$ cat src/rtl/lrr_div_cell.sv
// ----------------------------------------------------------------------------
// lrr_div_cell
// one restoring division step, registered, passes its word to the next cell
// ----------------------------------------------------------------------------
module lrr_div_cell #(
    parameter int STEPS = 8,
    parameter int DW    = 8,
    parameter int SW    = 1
) (
    input  logic             i_clk,
    input  logic             i_rst_n,
    input  logic             i_en,
    input  logic             i_v,
    input  logic [DW-1:0]    i_rem,
    input  logic [STEPS-1:0] i_num,
    input  logic [DW-1:0]    i_div,
    input  logic [SW-1:0]    i_side,
    output logic             o_v,
    output logic [DW-1:0]    o_rem,
    output logic [STEPS-1:0] o_num,
    output logic [DW-1:0]    o_div,
    output logic [SW-1:0]    o_side
);

    logic [DW:0]      w_trial;
    logic [DW:0]      w_diff;
    logic             w_ge;
    logic [DW-1:0]    n_rem;
    logic [STEPS-1:0] n_num;
    logic             r_v;
    logic [DW-1:0]    r_rem;
    logic [STEPS-1:0] r_num;
    logic [DW-1:0]    r_div;
    logic [SW-1:0]    r_side;

    always_comb begin
        w_trial = {i_rem, i_num[STEPS-1]};
        w_ge    = (w_trial >= {1'b0, i_div});
        w_diff  = w_trial - {1'b0, i_div};
        n_rem   = w_ge ? w_diff[DW-1:0] : w_trial[DW-1:0];
        n_num   = {i_num[STEPS-2:0], w_ge};
    end

    always_ff @(posedge i_clk) begin
        if (!i_rst_n) begin
            r_v <= 1'b0;
        end else if (i_en) begin
            r_v <= i_v;
        end
    end

    always_ff @(posedge i_clk) begin
        if (i_en) begin
            r_rem  <= n_rem;
            r_num  <= n_num;
            r_div  <= i_div;
            r_side <= i_side;
        end
    end

    assign o_v    = r_v;
    assign o_rem  = r_rem;
    assign o_num  = r_num;
    assign o_div  = r_div;
    assign o_side = r_side;

endmodule

$ cat src/rtl/lrr_div_chain.sv
// ----------------------------------------------------------------------------
// lrr_div_chain
// row of division cells, one quotient bit per cell, one word in per cycle while i_en is high
// ----------------------------------------------------------------------------
module lrr_div_chain #(
    parameter int STEPS = 8,
    parameter int DW    = 8,
    parameter int SW    = 1
) (
    input  logic             i_clk,
    input  logic             i_rst_n,
    input  logic             i_en,
    input  logic             i_v,
    input  logic [DW-1:0]    i_rem,
    input  logic [STEPS-1:0] i_num,
    input  logic [DW-1:0]    i_div,
    input  logic [SW-1:0]    i_side,
    output logic             o_v,
    output logic [STEPS-1:0] o_quot,
    output logic [SW-1:0]    o_side
);

    logic             w_v    [STEPS+1];
    logic [DW-1:0]    w_rem  [STEPS+1];
    logic [STEPS-1:0] w_num  [STEPS+1];
    logic [DW-1:0]    w_div  [STEPS+1];
    logic [SW-1:0]    w_side [STEPS+1];

    assign w_v[0]    = i_v;
    assign w_rem[0]  = i_rem;
    assign w_num[0]  = i_num;
    assign w_div[0]  = i_div;
    assign w_side[0] = i_side;

    for (genvar g = 0; g < STEPS; g++) begin : g_cell
        lrr_div_cell #(.STEPS(STEPS), .DW(DW), .SW(SW)) u_cell (
            .i_clk  (i_clk),
            .i_rst_n(i_rst_n),
            .i_en   (i_en),
            .i_v    (w_v[g]),
            .i_rem  (w_rem[g]),
            .i_num  (w_num[g]),
            .i_div  (w_div[g]),
            .i_side (w_side[g]),
            .o_v    (w_v[g+1]),
            .o_rem  (w_rem[g+1]),
            .o_num  (w_num[g+1]),
            .o_div  (w_div[g+1]),
            .o_side (w_side[g+1])
        );
    end

    // remainder of the last cell is not needed
    assign o_v    = w_v[STEPS];
    assign o_quot = w_num[STEPS];
    assign o_side = w_side[STEPS];

endmodule

$ cat config.mk
export PLATFORM = sky130hd
export DESIGN_NAME = lrr_div_chain
export DESIGN_NICKNAME = d
export VERILOG_FILES = /design/src/rtl/lrr_div_cell.sv /design/src/rtl/lrr_div_chain.sv
export SDC_FILE = /design/constraint.sdc
export NUM_CORES = 1
export LEC_CHECK = 0
export ABC_CLOCK_PERIOD_IN_PS = 3500
export BUFFER_PORTS_ARGS = -buffer_cell sky130_fd_sc_hd__buf_4
export CAP_MARGIN = 30
export CORE_ASPECT_RATIO = 2
export CORE_MARGIN = 5
export CORE_UTILIZATION = 55
export DETAILED_ROUTE_END_ITERATION = 10
export HOLD_SLACK_MARGIN = 0.03
export PLACE_DENSITY = 0.81
export SETUP_SLACK_MARGIN = 0.1
export SLEW_MARGIN = 20
export SYNTH_ARGS = -nofsm -noshare
export SYNTH_HDL_FRONTEND = slang
export SYNTH_SLANG_ARGS = --single-unit
$ cat constraint.sdc
create_clock -name i_clk -period 3.5 [get_ports i_clk]
set_input_delay 0.35 -clock i_clk [delete_from_list [all_inputs] [get_ports i_clk]]
set_output_delay 0.35 -clock i_clk [all_outputs]
set_load 0.01 [all_outputs]
Word-level counts from Yosys, hierarchy flattened
Index checks and enable logic that the tools add are counted.
Word-level totals
  register bits after elaboration: 192
  bits of input ports: 29
  output and inout port bits: 10
  logic and storage cells: 60
Operators by class
  $add $sub $neg: 7
  order comparisons: 8
  mux-type cells: 7
Operator list (number)
  9-bit by 8-bit greater-or-equal comparator with 1-bit output: 8
  8-bit two-way mux: 7
  8-bit subtractor: 7

Longest topological paths before layout
Gate-level depths: netlist (run 1).
  depth in word-level cells: 2
  gate-level depth with buffers: 8
  mapped depth without buffers: 8

Cells and area by module
From an unflattened synthesis (run 1), not the netlist that was laid out.
Second synthesis, totals
  cell total of the unflattened synthesis: 766
  area total of the unflattened synthesis: 10470.0 µm²
Modules (own cells, without submodules)
  lrr_div_cell (g_cell[1].u_cell ...): times used 7, cells an instance 96, area each 1306.3 µm², sequential area each 770.7 µm²
  lrr_div_cell (g_cell[0].u_cell): times used 1, cells an instance 94, area each 1326.3 µm², sequential area each 770.7 µm²

Worst setup path before layout (run 1)
Ideal clock, no wire load.
  kind: reg2reg
  from: register g_cell[1].u_cell.r_rem[2]
  to: register g_cell[2].u_cell.r_rem[2] (data pin)
  setup time: 0.260 ns
  arrival time: 1.797 ns
  setup slack: 1.443 ns
  stages on the path, launching flop included: 7
  path buffers: 0
  period minus slack after synthesis: 2.057 ns
  cells stage by stage: edfxtp_1 -> ha_1 -> a21o_1 -> a21oi_2 -> o21ai_2 -> a41oi_4 -> mux2_2
Between the ends
  cells in the longest elaborated chain, start to end: 2
Ends and longest elaborated chain
  from (decl): RTL line lrr_div_cell.sv:31  | logic [DW-1:0] r_rem;
  from (signal assigned): RTL line lrr_div_cell.sv:54  | r_rem <= n_rem;
  9-bit by 8-bit greater-or-equal comparator with 1-bit output: RTL line lrr_div_cell.sv:38  | w_ge = (w_trial >= {1'b0, i_div});
  8-bit two-way mux: RTL line lrr_div_cell.sv:40  | n_rem = w_ge ? w_diff[DW-1:0] : w_trial[DW-1:0];
  net g_cell[2].u_cell.n_rem[2]: RTL line lrr_div_cell.sv:28  | logic [DW-1:0] n_rem;
  to (signal assigned): RTL line lrr_div_cell.sv:54
  to (decl): RTL line lrr_div_cell.sv:31
The timed path passes the listed nets, and every way through them passes these cells.
A chain may end at the register's enable or synchronous reset.

Worst setup path in the final report (run 1)
  from: register g_cell[0].u_cell.r_rem[1]
  to: register g_cell[1].u_cell.r_rem[7] (data pin)
Between the ends
  cells in the longest elaborated chain, start to end: 2
  elaborated cells on any way between the ends: 3
Ends and longest elaborated chain
  from (decl): RTL line lrr_div_cell.sv:31
  from (signal assigned): RTL line lrr_div_cell.sv:54
  9-bit by 8-bit greater-or-equal comparator with 1-bit output: RTL line lrr_div_cell.sv:38
  net g_cell[1].u_cell.w_ge: RTL line lrr_div_cell.sv:27  | logic w_ge;
  8-bit two-way mux: RTL line lrr_div_cell.sv:40
  net g_cell[1].u_cell.n_rem[7]: RTL line lrr_div_cell.sv:28
The timed path passes the listed nets, and every way through them passes these cells.

==> metrics.cfg, run 1 <==
[clock_network]
numCtsBuffers=17
htreeDepth=4
cts_max_path_buffers=2
cts_tree=yes
clkLatencyLatePin_ns=0.43
cts-root-buf=clkbuf_16
cts.hold.buffers_added=0
cts_setup_buffers=0
post_cts_resized=0
cts.sinks=192
clk_pin_slew_worst_paths_ns=0.07

[worst_setup_path]
critPathLaunch=g_cell[0].u_cell.o_rem[1]
critPathKind=reg -> reg
worstPathRequired_ns=3.68
cp_max_fo=16
r2r_setup_slack_ns=1.02
r2r_start=g_cell[0].u_cell.o_rem[1]
endpoint_kind=flop
arrival_ns=2.66
cp-start-kind=flop

[synth]
synth_xor_area_share_pct=1.98
synth_mux_area_share_pct=3.43
post_synth_num_cell_types=46
synthAdderAreaFrac_pct=10.1
synth_ff_type=edfxtp_1
yosysSeqAreaShare_pct=61.1
syn_area_sq_mm=0.00931
synth_edf_count=184
ys_async_sr_fraction_pct=0
synth_top_family_by_area=compound AO/OA/AOI/OAI gates
syn_nets=798
synth-simple-area-share_pct=7.25
ys_seq_elements=192
yosysWarnings=0
synth_commonest_cells=edfxtp_1 (184), inv_1 (83), ha_1 (64)
synthTopCellsByArea=edfxtp_1 (59%), ha_1 (8.6%), inv_1 (3.3%), o21ai_0 (2.7%), a21oi_1 (1.9%)
synth_top_area_share_pct=59.4
avgSynthCellArea_sq_um=13.3
syn_inst=698
yosysMostFrequentCell=edfxtp_1
synth_compound_gate_area_share_pct=12.4
yosysTopAreaCell=edfxtp_1

[detailed_routing]
vias=5536
drt-pass1-iter-count=5
drt_wl_total_mm=16.4
antenna_left=0
drt_iter0_markers=256
viasPerCell=5.70
drc=0
wire_per_inst_um=16.9

[timing]
fmax_ghz=0.404
holdWs_ns=0.0934
max_slew_margin_pct=41.7
slew_viol_final=0
fin_tns_setup_ns=0
setup_viol=0
period_share_pct=70.7
finalCriticalPeriod_ns=2.48
hold_violations=0
clock_skew_ns=0.00849
worst_pin_slew_ns=0.875
rsz0062_at_grt=false

[final_layout]
antenna_cells=0
final_util_pct=62.5
area_growth_syn_to_layout_pct=12.1
drive_gt1_share_pct=13.9
fin_nets=851

[placement]
gp_routability_congestion=0.996
io_buffers=38
dp_hpwl_mm=12.1

[run_status]
status=complete, no violations

[grt]
grt_start_max_net_pins=90
grt-ovfl-total=0
grt_pass1_vias=6035
antenna_found_initial=0
grt_util_all_layers_pct=17.6
grt_first_pass_wirelength_mm=26.9

[job]
cap_violations=0

[min_path]
min_path_type=in -> reg
hp-start=i_num[6]

[power_and_ir_drop]
powerDensity_mw_per_mm2=701
ir_drop_mv=0.436
total_leakage_power_nw=4.12

[die]
rows=67
core_sq_mm=0.0167
io_pins=39
initial_core_util_pct=55.8
die_y_um=194
die_w_um=102
die-area_sq_mm=0.0198

==> flip-flops by register name, indices dropped and copies added, names as in the netlist <==
name and flops:
g_cell.u_cell.o_num 64, g_cell.u_cell.o_v 8, g_cell.u_cell.o_side 8, g_cell.u_cell.o_rem 56, g_cell.u_cell.o_div 56
==> report_power, final <==
part | internal, W | switching [W] | total [W]
Combinational | 0.000978 | 0.00126 | 0.00224
Sequential | 0.00306 | 0.000173 | 0.00323
Clock | 0.000945 | 0.000895 | 0.00184
Total | 0.00498 | 0.00233 | 0.00731
==> cell usage in the layout, fill, tap and decap left out, drive strengths merged, types with 7 or more instances in the layout <==
cell	Yosys	layout
ha	64	64
xor2	11	11
xnor2	10	10
and2	8	8
nor2	14	14
o31ai	8	8
mux2	15	15
nand2b	12	12
mux2i	15	15
fa	7	7
nand3	8	8
o21ai	58	58
nand2	43	43
a21o	12	12
dfxtp	8	8
buf	4	41
inv	83	91
nor2b	18	18
edfxtp	184	184
o21a	11	11
a211oi	10	10
a21oi	38	38
clkbuf	3	17
==> path summary, 6_finish.rpt <==
check,end,cells past startpoint
max,g_cell[1].u_cell.o_rem[7],6
min,g_cell[0].u_cell.o_num[7],1
max reg2reg,g_cell[1].u_cell.o_rem[7],6
min reg2reg,g_cell[4].u_cell.o_num[4],0
==> cells by family (layout without fill, tap and decap cells) <==
| kind of cell | Yosys count | in the layout |
|---|---|---|
| AO/OA/AOI/OAI | 164 | 164 |
| adder cells (fa/ha/maj) | 71 | 71 |
| XOR/XNOR | 21 | 21 |
| buffers and inverters | 90 | 156 |
| AND/OR/NAND/NOR | 130 | 130 |
| flip-flops | 192 | 192 |
| multiplexers | 30 | 30 |
==> through the flow <==
stage                     power [W]  cells  instance area, sq um  setup WS (ns)
after floorplan             0.00489    698                  9310           1.44
after global placement      0.00530    939                  9860           1.15
after detailed placement    0.00548    939                  9860           1.06
after CTS                   0.00734    971                 10400           1.05
after global routing        0.00770    971                 10400          0.893
final                       0.00731    971                 10400           1.02
==> critical path, stage by stage, from the launching register on <==
cell	delay (ns)
edfxtp_1	0.41
ha_1	0.35
a21oi_1	0.17
o21ai_0	0.25
a221oi_4	0.64
inv_1	0.16
o22a_1	0.24
==> area by class of cell <==
class / instances / area, sq um
multi-input cells: 416 / 3270
flip-flops and latches: 192 / 5690
clock buffers: 17 / 425
repair buffers: 41 / 337
well taps: 207 / 259
clock inverters: 15 / 143
inverters: 83 / 312
fillers: 1247 / 6250
==> per-layer routing <==
metal | wire length, um | vias to the layer above | GRT usage [%]
met1 | 5370 | 2708 | 15.1
met2 | 9890 | 107 | 34.6
met4 | 669 | 0 | 10.1
met3 | 443 | 41 | 3.67
met5 | 0 | - | 0
li1 | - | 2680 | -
No activity file was read; power rests on OpenSTA's default activity.
==> run 2, diff against run 1 <==
--- a/config.mk
+++ b/config.mk
@@ -5,7 +5,8 @@
 export SDC_FILE = /design/constraint.sdc
 export NUM_CORES = 1
 export LEC_CHECK = 0
-export ABC_CLOCK_PERIOD_IN_PS = 3500
+export ABC_AREA = 1
+export ABC_CLOCK_PERIOD_IN_PS = 2580
 export BUFFER_PORTS_ARGS = -buffer_cell sky130_fd_sc_hd__buf_4
 export CAP_MARGIN = 30
 export CORE_ASPECT_RATIO = 2
==> constraint.sdc (replaced) <==
create_clock -name i_clk -period 2.58 [get_ports i_clk]
set_input_delay 0.258 -clock i_clk [delete_from_list [all_inputs] [get_ports i_clk]]
set_output_delay 0.258 -clock i_clk [all_outputs]
set_load 0.01 [all_outputs]
==> metrics.cfg, run 2 <==
[run_status]
status=complete, no violations

[min_path]
hold_depth=3  ; +2
holdPathEnd=g_cell[0].u_cell.o_v
hp-start=i_v
min_path_type=in -> reg

[worst_setup_path]
cp-start-kind=flop
cp_max_fo=9  ; -7
r2r_cells=8  ; +2
arrival_ns=2.29  ; -0.37 ns
r2r_start=g_cell[5].u_cell.o_rem[5]
reg2reg_to=g_cell[6].u_cell.o_rem[7]
critPathKind=reg -> reg
r2r_setup_slack_ns=0.47  ; -0.55 ns
worstPathRequired_ns=2.76  ; -0.92 ns
endpoint_kind=flop

[timing]
postLayoutSetupSlackWorst_ns=0.474  ; -0.551 ns
slew_viol_final=0  ; unchanged
period_share_pct=81.6  ; +11 points
clock_skew_ns=0.00942  ; +0.000934 ns
fmax_ghz=0.475  ; +18%
finalCriticalPeriod_ns=2.11  ; -0.369 ns
max_slew_margin_pct=66.8  ; +25 points
hold_violations=0  ; unchanged
holdWs_ns=0.0567  ; -0.0367 ns
rsz0062_at_grt=false
setup_viol=0  ; unchanged
worst_pin_slew_ns=0.498  ; -0.377 ns
fin_tns_setup_ns=0  ; unchanged

[clock_network]
htreeDepth=4  ; unchanged
clkLatencyLatePin_ns=0.43  ; about the same
clk_pin_slew_worst_paths_ns=0.07  ; about the same
cts-root-buf=clkbuf_16
cts_tree=yes
numCtsBuffers=17  ; unchanged
cts_max_path_buffers=2  ; unchanged
cts.sinks=192  ; unchanged
cts_setup_buffers=0  ; unchanged

[synth]
syn_area_sq_mm=0.0100  ; +7.5%
syn_nets=1118  ; +40%
syn_inst=1018  ; +46%
synth_top_area_share_pct=55.2  ; -4.1 points
yosysTopAreaCell=edfxtp_1
synth_edf_count=184  ; unchanged
ys_seq_elements=192  ; unchanged
synth_commonest_cells=nand2_1 (309), edfxtp_1 (184), inv_1 (172)
yosysSeqAreaShare_pct=56.8  ; -4.2 points
yosysMostFrequentCell=nand2_1
avgSynthCellArea_sq_um=9.83  ; -26%
yosysWarnings=0  ; unchanged
synth_ff_type=edfxtp_1
synthTopCellsByArea=edfxtp_1 (55%), nand2_1 (12%), ha_1 (8.0%), inv_1 (6.5%), nand3_1 (5.1%)
post_synth_num_cell_types=29  ; -37%
ys_async_sr_fraction_pct=0  ; unchanged

[power_and_ir_drop]
p_sw_w=0.00362  ; +55%
seq_power_share_pct=42.4  ; -1.8 points
powerDensity_mw_per_mm2=922  ; +31%
pwr-share-comb_pct=33.8  ; +3.1 points
ir_drop_mv=0.540  ; +24%
total_leakage_power_nw=5.31  ; +29%
sw_frac_of_total_pct=34.8  ; +2.9 points
pwr-share-clk_pct=23.8  ; -1.4 points
intPower_w=0.00678  ; +36%

[die]
die_w_um=105  ; +3.3%
die_y_um=201  ; +3.5%
rows=69  ; +3.0%
die-area_sq_mm=0.0211  ; +6.9%
io_pins=39  ; unchanged
initial_core_util_pct=56.0  ; +0.17 points
core_sq_mm=0.0179  ; +7.1%

[final_layout]
largest_register_ff_count=64  ; unchanged
fin_area_sq_mm=0.0113  ; +8.2%
final_common_cell=nand2_1
antenna_cells=0  ; unchanged
drive_gt1_share_pct=9.05  ; -4.8 points
layout_common_cells=nand2_1 (309), edfxtp_1 (184), inv_1 (172)
fin_nets=1192  ; +40%
area_growth_syn_to_layout_pct=12.9

[detailed_routing]
wire_per_inst_um=15.3  ; -9.1%
drt-pass1-iter-count=5  ; unchanged
vias=7116  ; +29%
drt_iter0_markers=336  ; +31%
antenna_left=0  ; unchanged
drt_wl_total_mm=20.2  ; +23%
viasPerCell=5.40  ; -5.3%
drc=0  ; unchanged

[grt]
grt_pass1_vias=7453  ; +23%
grt-ovfl-total=0  ; unchanged
antenna_found_initial=0  ; unchanged
grt_first_pass_wirelength_mm=32.5  ; +21%
grt_util_all_layers_pct=19.6  ; +2.1 points
grt_start_max_net_pins=58  ; -36%

[placement]
io_buffers=38  ; unchanged
gp_routability_congestion=0.967  ; -2.9%
pre_cts_slack_ns=0.504  ; -0.556 ns
dp_hpwl_mm=15.4  ; +28%
post_dp_cell_area_sq_mm=0.0106  ; +7.3%

[job]
cap_violations=0  ; unchanged

run 2: logic make-up after synthesis:
logic type	Yosys count	synth area share, %
AOI/OAI and AO/OA	41	2.28
xor gates and xnor gates	21	1.84
adders and majority gates	71	9.41
buffers and inverters	180	7.14
DFF	192	56.8
and+or+nand+nor	513	22.5
run 2: how the worst max path moves through the flow:
stage,from,end,slack [ns]
finish,g_cell[5].u_cell.o_rem[5],g_cell[6].u_cell.o_rem[7],0.47
global route,i_div[2],g_cell[0].u_cell.o_rem[7],0.34
CTS,g_cell[0].u_cell.o_div[2],g_cell[1].u_cell.o_rem[7],0.50
detailed placement,g_cell[0].u_cell.o_div[2],g_cell[1].u_cell.o_rem[7],0.50
global placement,g_cell[0].u_cell.o_div[2],g_cell[1].u_cell.o_rem[6],0.55
floorplan,g_cell[2].u_cell.o_rem[1],g_cell[3].u_cell.o_rem[7],0.88
run 2: power groups by stage:
stage	logic [W]	registers (W)	clock network [W]
after floorplan	0.00264	0.00438	0
after global placement	0.00336	0.00445	0
after detailed placement	0.00346	0.00447	0
after CTS	0.00349	0.00441	0.00252
after global routing	0.00400	0.00444	0.00265
final	0.00351	0.00441	0.00248
run 2: cell type report:
class / instances / area, sq um
timing repair buffer: 62 / 537
clock buffer: 20 / 437
tap: 213 / 267
inverter: 173 / 649
clock inverter: 12 / 111
sequential: 192 / 5690
multi-input combinational: 646 / 3600
fill: 1385 / 6580
run 2: critical path: stages (launching register included):
cell and delay [ns]:
edfxtp_1 0.43, ha_1 0.37, nand2_1 0.09, nand2_1 0.07, a21oi_1 0.19, and2_1 0.46, nand2_8 0.12, nand2_1 0.09
nand2_1 0.05
run 2: metal layers:
| metal | vias to the layer above | share of wire, % | global-route usage [%] |
|---|---|---|---|
| met3 | 99 | 2.3 | 3.12 |
| met2 | 185 | 61 | 40.8 |
| li1 | 3499 | - | - |
| met5 | - | 0 | 0 |
| met4 | 0 | 7.0 | 14.3 |
| met1 | 3333 | 29 | 14.9 |
run 2: what timing repair did:
item                                    CTS  global route
resized for setup                         0             0
endpoints found under the hold margin    16             0
endpoints found under the setup margin    0             0
hold buffers                             16             0
run 2: per-stage QoR:
| step | util [%] | cells | total power, W |
|---|---|---|---|
| after floorplan | - | 1018 | 0.00702 |
| after detailed placement | 59.2 | 1270 | 0.00793 |
| final | 63.2 | 1318 | 0.0104 |
| after global routing | 63.2 | 1318 | 0.0111 |
| after CTS | 63.2 | 1318 | 0.0104 |
| after global placement | 59.2 | 1270 | 0.00781 |
==> run 3, diff against run 2 <==
--- a/config.mk
+++ b/config.mk
@@ -6,7 +6,7 @@
 export NUM_CORES = 1
 export LEC_CHECK = 0
 export ABC_AREA = 1
-export ABC_CLOCK_PERIOD_IN_PS = 2580
+export ABC_CLOCK_PERIOD_IN_PS = 1930
 export BUFFER_PORTS_ARGS = -buffer_cell sky130_fd_sc_hd__buf_4
 export CAP_MARGIN = 30
 export CORE_ASPECT_RATIO = 2
@@ -14,7 +14,7 @@
 export CORE_UTILIZATION = 55
 export DETAILED_ROUTE_END_ITERATION = 10
 export HOLD_SLACK_MARGIN = 0.03
-export PLACE_DENSITY = 0.81
+export PLACE_DENSITY = 0.84
 export SETUP_SLACK_MARGIN = 0.1
 export SLEW_MARGIN = 20
 export SYNTH_ARGS = -nofsm -noshare
==> constraint.sdc (replaced) <==
create_clock -name i_clk -period 1.93 [get_ports i_clk]
set_input_delay 0.193 -clock i_clk [delete_from_list [all_inputs] [get_ports i_clk]]
set_output_delay 0.193 -clock i_clk [all_outputs]
set_load 0.01 [all_outputs]
==> metrics.cfg, run 3 (synthesis results as in run 2) <==
[clock_network]
htreeDepth=4  ; unchanged
clk_pin_slew_worst_paths_ns=0.08  ; about the same
cts-root-buf=clkbuf_16
cts.sinks=192  ; unchanged
cts_max_path_buffers=2  ; unchanged
numCtsBuffers=17  ; unchanged
clkLatencyLatePin_ns=0.45  ; +0.02 ns
cts_tree=yes

[worst_setup_path]
cp_cell_sequence=ha_4 -> nand2_2 -> inv_2 -> nand2_2 -> nor2_4 -> nor2_4 -> buf_12 -> buf_4 -> nand3_2 -> nand2_1
slowest_stage=edfxtp_1
arrival_ns=2.21  ; -0.08 ns
cp_max_fo=6  ; -3
crit_path_max_incr_delay_ns=0.53  ; +0.07 ns
endpoint_kind=flop
cp-start-kind=flop
critPathKind=reg -> reg
crit_family=flip-flops
worstPathRequired_ns=2.12  ; -0.64 ns
critPathBufInv=3  ; +3

[detailed_routing]
wire_per_inst_um=19.3  ; +26%
drt-pass1-iter-count=5  ; unchanged
drt_iter0_markers=535  ; +59%
vias=8168  ; +15%
drt_wl_total_mm=27.4  ; +36%
antenna_left=0  ; unchanged
drc=0  ; unchanged
viasPerCell=5.73  ; +6.2%

[grt]
grt_start_max_net_pins=60  ; +3.4%
antenna_found_initial=0  ; unchanged
grt_util_all_layers_pct=23.4  ; +3.8 points
grt-ovfl-total=0  ; unchanged
grt_pass1_vias=8145  ; +9.3%
grt_first_pass_wirelength_mm=38.3  ; +18%

[placement]
dp_cells=1313  ; +3.4%
dp_hpwl_mm=16.9  ; +9.7%
gp_routability_congestion=0.947  ; -2.1%
pre_cts_slack_ns=-0.0931  ; -0.597 ns
io_buffers=38  ; unchanged

[timing]
postLayoutSetupSlackWorst_ns=-0.0847  ; -0.558 ns
finalCriticalPeriod_ns=2.01  ; -0.0918 ns
rsz0062_at_grt=true
clock_skew_ns=0.0188  ; +0.00939 ns
setup_viol=8  ; +8
fmax_ghz=0.496  ; +4.6%
period_share_pct=104  ; +23 points
slew_viol_final=0  ; unchanged
hold_violations=0  ; unchanged
max_slew_margin_pct=63.6  ; -3.1 points
worst_pin_slew_ns=0.546  ; +0.0476 ns

[run_status]
violations=setup timing
status=complete, but fails checks

[die]
core_sq_mm=0.0179  ; unchanged
io_pins=39  ; unchanged
die_y_um=201  ; unchanged
rows=69  ; unchanged
die_w_um=105  ; unchanged
initial_core_util_pct=56.0  ; unchanged
die-area_sq_mm=0.0211  ; unchanged

[final_layout]
register_area_sq_mm=0.00569  ; unchanged
drive_gt1_share_pct=32.2  ; +23 points
antenna_cells=0  ; unchanged
instances_no_fill=1425  ; +8.1%
multi_input_area_sq_mm=0.00473  ; +31%
layout_common_cells=nand2_1 (242), edfxtp_1 (184), inv_1 (145)
area_growth_syn_to_layout_pct=32.7
largest_register_ff_count=64  ; unchanged
fin_nets=1300  ; +9.1%
fillers=1082  ; -22%
final_common_cell=nand2_1

[power_and_ir_drop]
ir_drop_mv=0.756  ; +40%
powerDensity_mw_per_mm2=1290  ; +40%
total_leakage_power_nw=5.98  ; +13%

[min_path]
min_path_type=in -> reg

[job]
cap_violations=0  ; unchanged

[run 3: metal layers]
| layer | vias up | GRT usage (%) | share of wire [%] |
|---|---|---|---|
| met5 | - | 0 | 0 |
| met4 | 0 | 17.8 | 9.8 |
| met3 | 203 | 3.25 | 4.3 |
| met2 | 368 | 47.7 | 57 |
| met1 | 3869 | 18.7 | 29 |
| li1 | 3728 | - | - |
[run 3: layout make-up]
| class | instances | area share [%] |
|---|---|---|
| multi-input cells | 656 | 35.6 |
| clock inverters | 13 | 1.17 |
| inverters | 173 | 4.91 |
| clock buffers | 18 | 3.23 |
| repair buffers | 160 | 10.2 |
| well taps | 213 | 2.01 |
| flip-flops and latches | 192 | 42.8 |
[run 3: power breakdown]
part           leakage (nW)  total, W  switching, W  internal, W
Combinational          3.83   0.00752       0.00434      0.00318
Clock                 0.281   0.00356       0.00163      0.00193
Sequential             1.87   0.00605      0.000498      0.00555
Total                  5.98    0.0171       0.00646       0.0107
[run 3: timing repair]
action,in CTS,in global routing
setup buffers,11,43
hold buffers,17,0
setup endpoints to repair,51,59
hold endpoints to repair,17,0
cloned,6,4
pin swaps,10,69
resized for setup,58,181
[run 3: metrics by stage]
stage               utilization (%)  total power [W]  TNS [ns]  area [sq um]  hold WS (ns)
floorplan                         -          0.00939         0         10000         0.292
global placement               61.1           0.0109    -0.649         10900         0.372
detailed placement             61.1           0.0111     -1.24         10900         0.372
CTS                            67.9           0.0151         0         12100        0.0348
global route                   74.3           0.0179     -1.18         13300        0.0364
finish                         74.3           0.0171    -0.580         13300        0.0359
[run 3: tightest hold or removal path: cells and delay by family]
family	cells	cell delay, ns
AO/OA/AOI/OAI	1	0.07
AND/OR/NAND/NOR	1	0.04
buffers and inverters	1	0.14
[run 3: worst paths after layout]
path | startpoint | to | slack [ns] | cells after the start
worst max-delay path | g_cell[1].u_cell.o_rem[4] | g_cell[2].u_cell.o_rem[5] | -0.08 | 10
worst min-delay path | i_rst_n | g_cell[0].u_cell.o_v | 0.04 | 3
worst max register to register | g_cell[1].u_cell.o_rem[4] | g_cell[2].u_cell.o_rem[5] | -0.08 | 10
worst min register to register | g_cell[4].u_cell.o_num[1] | g_cell[5].u_cell.o_num[2] | 0.42 | 0
